--- src/rtl/core/tfcc_pkg.sv ---
// shared types and constants for the telemetry frame crc checker
package tfcc_pkg;

	// frame layout: payload bytes, then checksum low and high byte
	localparam int unsigned PayloadBytes = 20;
	localparam int unsigned PosWidth = 5;
	localparam logic [PosWidth-1:0] PosCsumLo = PosWidth'(PayloadBytes);
	localparam logic [PosWidth-1:0] PosCsumHi = PosWidth'(PayloadBytes + 1);

	// crc-16, msb first, zero init, no final xor
	localparam logic [15:0] CrcPoly = 16'h1021;
	localparam logic [15:0] CrcTop = 16'h8000;

	typedef enum logic {
		MODE_BYTE    = 1'b0,
		MODE_TIMEOUT = 1'b1
	} mode_t;

	typedef enum logic [1:0] {
		ST_VALID    = 2'd0,
		ST_MISMATCH = 2'd1,
		ST_SHORT    = 2'd2
	} status_t;

	typedef struct packed {
		mode_t      mode;
		logic [7:0] rx_byte;
	} in_item_t;

	typedef struct packed {
		status_t            status;
		logic signed [15:0] speed_left;
		logic signed [15:0] speed_right;
		logic        [15:0] battery_volts;
		logic signed [15:0] current_left;
		logic signed [15:0] current_right;
		logic signed [31:0] odometer_left;
		logic signed [31:0] odometer_right;
	} out_item_t;

endpackage

--- src/rtl/core/tfcc_crc16.sv ---
// byte-wide crc-16 update, eight bit steps unrolled
module tfcc_crc16 (
	input  logic [15:0] crc,
	input  logic [7:0]  data,
	output logic [15:0] crc_next
);
	import tfcc_pkg::*;

	// shift the byte in msb first
	always_comb begin
		logic [15:0] c;
		c = crc ^ {data, 8'h00};
		for (int k = 0; k < 8; k++) begin
			if ((c & CrcTop) != 16'h0000) begin
				c = {c[14:0], 1'b0} ^ CrcPoly;
			end else begin
				c = {c[14:0], 1'b0};
			end
		end
		crc_next = c;
	end

endmodule

--- src/rtl/core/tfcc_frame.sv ---
// frame tracking: byte position, running crc, payload store and result forming
module tfcc_frame (
	input  logic                 clk,
	input  logic                 arst_n,
	input  logic                 step,
	input  tfcc_pkg::in_item_t   item,
	output logic                 result_valid,
	output tfcc_pkg::out_item_t  result
);
	import tfcc_pkg::*;

	logic [PosWidth-1:0] pos_q;
	logic [15:0]         crc_q;
	logic [7:0]          csum_lo_q;
	logic [7:0]          bytes_q [PayloadBytes];
	logic [15:0]         crc_next;
	logic [15:0]         received;

	tfcc_crc16 u_crc (
		.crc      (crc_q),
		.data     (item.rx_byte),
		.crc_next (crc_next)
	);

	// an item gives a result on a timeout or on the checksum high byte
	assign result_valid = (item.mode == MODE_TIMEOUT) || (pos_q >= PosCsumHi);
	assign received = {item.rx_byte, csum_lo_q};

	// form the result: short read on a timeout, else crc status and little-endian payload fields
	always_comb begin
		if (item.mode == MODE_TIMEOUT) begin
			result = '0;
			result.status = ST_SHORT;
		end else begin
			result.status = (received == crc_q) ? ST_VALID : ST_MISMATCH;
			result.speed_left = {bytes_q[3], bytes_q[2]};
			result.speed_right = {bytes_q[5], bytes_q[4]};
			result.battery_volts = {bytes_q[7], bytes_q[6]};
			result.current_left = {bytes_q[9], bytes_q[8]};
			result.current_right = {bytes_q[11], bytes_q[10]};
			result.odometer_left = {bytes_q[15], bytes_q[14], bytes_q[13], bytes_q[12]};
			result.odometer_right = {bytes_q[19], bytes_q[18], bytes_q[17], bytes_q[16]};
		end
	end

	// position and crc state
	always_ff @(posedge clk or negedge arst_n) begin
		if (!arst_n) begin
			pos_q <= '0;
			crc_q <= '0;
			csum_lo_q <= '0;
		end else if (step) begin
			if (item.mode == MODE_TIMEOUT) begin
				pos_q <= '0;
				crc_q <= '0;
			end else if (pos_q < PosCsumLo) begin
				pos_q <= pos_q + PosWidth'(1);
				crc_q <= crc_next;
			end else if (pos_q == PosCsumLo) begin
				csum_lo_q <= item.rx_byte;
				pos_q <= PosCsumHi;
			end else begin
				pos_q <= '0;
				crc_q <= '0;
			end
		end
	end

	// payload store, each entry written before it is read
	always_ff @(posedge clk) begin
		if (step && item.mode == MODE_BYTE && pos_q < PosCsumLo) begin
			bytes_q[pos_q] <= item.rx_byte;
		end
	end

`ifndef SYNTHESIS
	a_pos_range: assert property (@(posedge clk) disable iff (!arst_n)
		pos_q <= PosCsumHi)
		else $error("byte position beyond checksum high byte");

	a_timeout_restart: assert property (@(posedge clk) disable iff (!arst_n)
		step && item.mode == MODE_TIMEOUT |=> pos_q == '0 && crc_q == '0)
		else $error("timeout did not restart the frame");

	a_frame_end: assert property (@(posedge clk) disable iff (!arst_n)
		step && item.mode == MODE_BYTE && pos_q == PosCsumHi |=> pos_q == '0 && crc_q == '0)
		else $error("frame end did not restart the frame");

	a_short_zero: assert property (@(posedge clk) disable iff (!arst_n)
		result_valid && result.status == ST_SHORT |->
			result.odometer_left == '0 && result.speed_left == '0)
		else $error("short read result carries data");
`endif

endmodule

--- config.mk ---
export PLATFORM = sky130hd
export DESIGN_NAME = tfcc_frame
export DESIGN_NICKNAME = d
export VERILOG_FILES = /design/src/rtl/core/tfcc_pkg.sv /design/src/rtl/core/tfcc_crc16.sv /design/src/rtl/core/tfcc_frame.sv
export SDC_FILE = /design/constraint.sdc
export NUM_CORES = 1
export LEC_CHECK = 0
export ABC_AREA = 1
export BUFFER_PORTS_ARGS = -buffer_cell sky130_fd_sc_hd__buf_2
export CORE_MARGIN = 8
export CORE_UTILIZATION = 50
export DETAILED_ROUTE_END_ITERATION = 6
export PLACE_DENSITY = 0.76
export SETUP_SLACK_MARGIN = 0.05
export SLEW_MARGIN = 20
export SYNTH_ARGS = -nofsm -noshare
export SYNTH_HDL_FRONTEND = slang
export SYNTH_HIERARCHICAL = 1
export SYNTH_SLANG_ARGS = --single-unit
--- constraint.sdc ---
create_clock -name clk -period 1.59 [get_ports clk]
set_input_delay 0.318 -clock clk [delete_from_list [all_inputs] [get_ports clk]]
set_output_delay 0.318 -clock clk [all_outputs]
set_load 0.02 [all_outputs]
==> After elaboration in Yosys (flattened, before gate mapping) <==
Memories as Yosys holds them, arrays and structs flattened.
Index checks and enable logic that the tools add are counted.
Widths: inputs -> output; s select.
{ "totals": {"ram_bits": 160, "elab_cells": 44, "rom_bits": 0, "input_bits": 12, "ff_bits": 29, "n_memories": 1, "output_inout_bits": 147, "latch_bits": 0} }
{ "memory_table": {"columns": ["name", "words", "width", "rd", "rd_ports_with_merged_regs", "write_ports", "line_no", "text"], "rows": [
  ["bytes_q", 20, 8, 18, 0, 1, "tfcc_frame.sv:15", "logic [7:0] bytes_q [PayloadBytes];"]
]} }
{ "op_classes": {"n_mux": 18, "shifts": 0, "n_reduce_logical": 5, "addsub": 1, "div_mod_pow": 0, "bitwise_logic": 11, "n_eq_ne": 3, "order_cmp": 2, "multipliers": 0} }
{ "op_table": {"columns": ["op", "count"], "rows": [
  ["$mux 146", 1],
  ["$mux 13", 8],
  ["$mux 16", 3],
  ["$not 3->3", 8],
  ["$eq 16x16->1", 1],
  ["$xor 16x16->16", 1],
  ["$mux 5", 3],
  ["$add 5x1->5 const B", 1],
  ["$eq 5x5->1 const B", 1],
  ["$ge 5x5->1 const B", 1],
  ["$lt 5x5->1 const B", 1],
  ["$reduce_and 4->1", 1],
  ["$mux 1", 3],
  ["$ne 3x3->1 const B", 1],
  ["$logic_and 1x1->1", 2],
  ["$not 1->1", 2],
  ["$reduce_and 2->1", 1],
  ["$logic_or 1x1->1", 1]
]} }

==> Longest topological paths before layout <==
{ "depth": {"ltp_word": 19, "mapped_depth": 9, "depth_no_buf": 9} }

==> Modules after synthesis <==
Netlist, hierarchy kept.
{ "by_module_without_submodules": {"columns": ["mod", "seq_area_each_um2", "area_each_um2", "cells_each", "instances"], "rows": [
  ["tfcc_frame", 5049.8, 7422.1, 711, 1],
  ["tfcc_crc16", 0.0, 536.8, 115, 1]
]} }

==> Worst setup path after synthesis <==
No wires, ideal clock.
{ "synth_timing": {"path_type": "register to register", "from": "reg pos_q[2]", "to": "mem bytes_q[3][0], enable pin", "arrival_time_ns": 1.327, "path_buffers": 1, "path_slack_ns": -0.108, "setup_ns": 0.370, "synth_period_minus_slack_ns": 1.698, "required_time_ns": 1.220, "path_stages_with_launch": 7, "cell_sequence": "dfrtp_1 buf_2 o21ai_2 nand2_1 inv_2 nand2_1 nor2_1"} }
{ "synth_via": {"elab_chain_len": 4} }
{ "synth_lines": {"columns": ["item", "line_no", "text"], "rows": [
  ["start: declaration", "tfcc_frame.sv:12", "logic [PosWidth-1:0] pos_q;"],
  ["start signal: assignment", "tfcc_frame.sv:57", "pos_q <= pos_q + PosWidth'(1);"],
  ["start signal: assignment", "tfcc_frame.sv:61", "pos_q <= PosCsumHi;"],
  ["$lt 5x5->1", "tfcc_frame.sv:71", "if (step && item.mode == MODE_BYTE && pos_q < PosCsumLo) begin"],
  ["$logic_and 1x1->1", "tfcc_frame.sv:71", null],
  ["$mux 1", "tfcc_frame.sv:71", null],
  ["$mux 1 (not written as such)", "tfcc_frame.sv:72", "bytes_q[pos_q] <= item.rx_byte;"],
  ["end: declaration", "tfcc_frame.sv:15", null]
]} }
Parallel ways exist; a longest one is shown, timed or not.

==> metrics.md <==
| Metric | Value |
|---|---|
| Outcome | finished with violations |
| Failing checks | negative setup slack |
| Final setup fails | 82 |
| Asr flop ratio synth | 16.8% |
| Critical path endpoint category | primary output |
| Ant. Diodes | 0 |
| Die H | 142 µm |
| Syn Inst Count | 826 |
| Ys Warns | 6 |
| Top cell type by total area after synthesis | edfxtp_1 |
| Worst r2r path cells | 7 |
| Max Transition Viols Final | 0 |
| Die area | 20,200 µm² |
| PortBufs | 158 |
| Most common cell in the netlist | inv_1 |
| FF-to-FF Start | pos_q[3] |
| Commonest cells post-synth | inv_1, nor2_1, edfxtp_1 |
| Max Cap Violations | 0 |
| Critical path type | flip-flop to primary output |
| Worst-Skew Late Latency | 0.43 ns |
| # rows | 46 |
| Setup slack after layout | -0.315 ns |
| Maximum VDD drop | 1000 µV |
| TritonCTS Buffers | 17 |
| Worst-path clk slew | 0.06 ns |
| Core Region | 15,700 µm² |
| Final Hold Vio Count | 0 |
| Critical R2R Capture | bytes_q[19][0] |
| Worst-path fanout max | 4 |
| Slew @ Worst Pin | 0.420 ns |
| Layout cells sized above 1 | 36.5% |
| Slew headroom | 72.0% |
| ANT nets after route | 0 |
| Clk root buf | clkbuf_16 |
| DIE WIDTH | 142 µm |
| Tcrit/Tclk final | 120% |
| Pleak | 5.18 nW |
| 1st-pass router iterations | 5 |
| Number of global-route vias before repair | 5,842 |
| Clock Sinks | 173 |
| Main synth FF type | edfxtp_1 |
| CTS tree | built |
| R2r setup slk | -0.08 ns |
| DRC | 0 |
| #FFs+latches synth | 173 |
| Critical Path RT | 1.27 ns |
| Ranking of synthesized cells by area | edfxtp_1, inv_1, dfrtp_1, nor2_1, nand2_1 |
| Fin crit period | 1.90 ns |
| Clk_skew | 0.00972 ns |
| Grt ovf | 0 |
| Area delta synth->final | 32.7% |
| Non-Filler Instances | 1,287 |
| Gpl congestion | 0.877 |
| Hold WC Path Type | input port to flip-flop |
| First-pass GRT wire length | 31.3 mm |
| Total track usage | 20.6% |
| Placed cells | 1,237 |
| Top cell type's share of synthesized area | 54.3% |
| Sequential-to-total area share from yosys stat | 63.4% |
| Syn Nets | 842 |
| Worst setup endpoint | result[144] |
| WL final | 21.8 mm |
| Vias | 6,220 |
| CP startpoint kind | flip-flop |
| Library cells used by synthesis | 28 |
| Max frequency | 0.525 GHz |
| DR WL/cell | 16.9 µm |
| Tot Pwr | 10.9 mW |
| Nets | 1,078 |
| Htree depth | 4 |
| Crit path launch | crc_q[6] |
| Clock Path Buffers | 2 |
| Largest net degree at the start of global routing | 46 |
| Number of I/O pins | 159 |
| Synthesized area per cell | 9.64 µm² |
| Worst path arrival time | 1.59 ns |
| Fin Setup TNS | -5.48 ns |
| Initial Util | 50.7% |
| Avg Vias per Cell | 4.83 |
| Initial DRC count | 397 |
| Mapped Area | 7960 µm² |
| Number of flops mapped to enable cells by yosys | 144 |
| Detail Placement HPWL | 14.3 mm |
| Initial antenna violation count | 0 |
| Final hold slack | 0.194 ns |
| Pwr Density | 1030 nW/µm² |
| RSZ-0062 raised after global routing | true |
## final cells by class
type / count / area, µm²
clock inverter: 9 / 124
multi-input combinational: 425 / 2300
timing repair buffer: 240 / 1590
clock buffer: 19 / 433
fill: 1157 / 5150
tap: 216 / 270
sequential: 173 / 5050
inverter: 205 / 783
## worst min path at each step
stage | start | end | slack [ns] | cells after the start
global route | item[2] | csum_lo_q[2] | 0.20 | 3
detailed placement | arst_n | crc_q[13] | 0.35 | 2
global placement | arst_n | crc_q[13] | 0.36 | 2
CTS | item[2] | csum_lo_q[2] | 0.18 | 3
finish | item[2] | csum_lo_q[2] | 0.19 | 3
floorplan | arst_n | crc_q[0] | 0.02 | 0
## cells by family after synthesis
kind of cell / after synthesis / share of synthesized area [%]
AND/OR/NAND/NOR: 379 / 20.2
buffers and inverters: 229 / 11.7
flip-flops: 173 / 63.4
AO/OA/AOI/OAI: 36 / 3.47
XOR/XNOR: 5 / 0.550
adder cells (fa/ha/maj): 4 / 0.629
## metrics by stage
| step | setup WS [ns] | cell area [µm²] | util, % |
|---|---|---|---|
| floorplan | -0.0911 | 8000 | - |
| finish | -0.315 | 10600 | 67.2 |
| global route | -0.383 | 10600 | 67.2 |
| CTS | -0.273 | 10300 | 65.5 |
| detailed placement | -0.0606 | 9420 | 59.9 |
| global placement | -0.0262 | 9420 | 59.9 |
## layer usage
layer  vias up  track usage (%)  share of wire [%]
met2       248             36.1                 52
met5         -                0                  0
met4         0             10.3                3.7
met3        50             4.73                6.8
li1       2963                -                  -
met1      2959             23.2                 38
## power by group
| group | total (mW) | switching [mW] | internal (mW) |
|---|---|---|---|
| Clock | 4.01 | 1.60 | 2.42 |
| Combinational | 1.80 | 1.13 | 0.663 |
| Sequential | 5.12 | 0.0959 | 5.02 |
| Total | 10.9 | 2.83 | 8.10 |
## critical path, stage by stage (launching register included)
cell	delay [ns]
dfrtp_1	0.40
inv_1	0.05
nand2_1	0.05
nand2_1	0.05
nor2_1	0.16
nand2_1	0.09
nor2_2	0.13
a21oi_2	0.08
buf_6	0.15
## cell usage in the layout (no fill, tap or decap), types with 2 or more instances in the layout
master	Yosys	routed
inv_1	195	192
nor2_1	181	154
buf_2	7	153
edfxtp_1	144	144
nand2_1	143	134
buf_4	1	57
nand2_2	30	33
dfrtp_1	29	25
buf_6	4	24
o21ai_2	23	23
nor2_4	2	21
clkbuf_16	0	17
nand2_4	8	12
inv_2	10	11
nand3_1	13	11
nor2_2	0	8
xor2_1	5	5
o21ai_0	5	4
dfrtp_2	0	4
nand3_4	1	3
clkinv_2	0	3
o21ai_1	3	3
bufinv_16	0	3
buf_12	1	3
nand2_8	0	2
nand3_2	1	2
ha_4	0	2
ha_1	4	2
clkinv_1	0	2
clkbuf_1	10	2
buf_16	0	2
## flip-flops by register name, indices dropped and copies added (netlist names)
| signal | flops |
|---|---|
| bytes_q | 144 |
| csum_lo_q | 8 |
| crc_q | 16 |
| pos_q | 5 |
## what timing repair did
| item | 4_1_cts | 5_1_grt |
|---|---|---|
| endpoints found under the hold margin | 29 | 0 |
| resized for setup | 54 | 52 |
| hold buffers | 1 | 0 |
| cloned | 1 | 1 |
| endpoints found under the setup margin | 160 | 245 |
| pin swaps | 7 | 18 |
| buffers inserted | 14 | 9 |
Note: power is estimated with default switching activity, not from simulation.
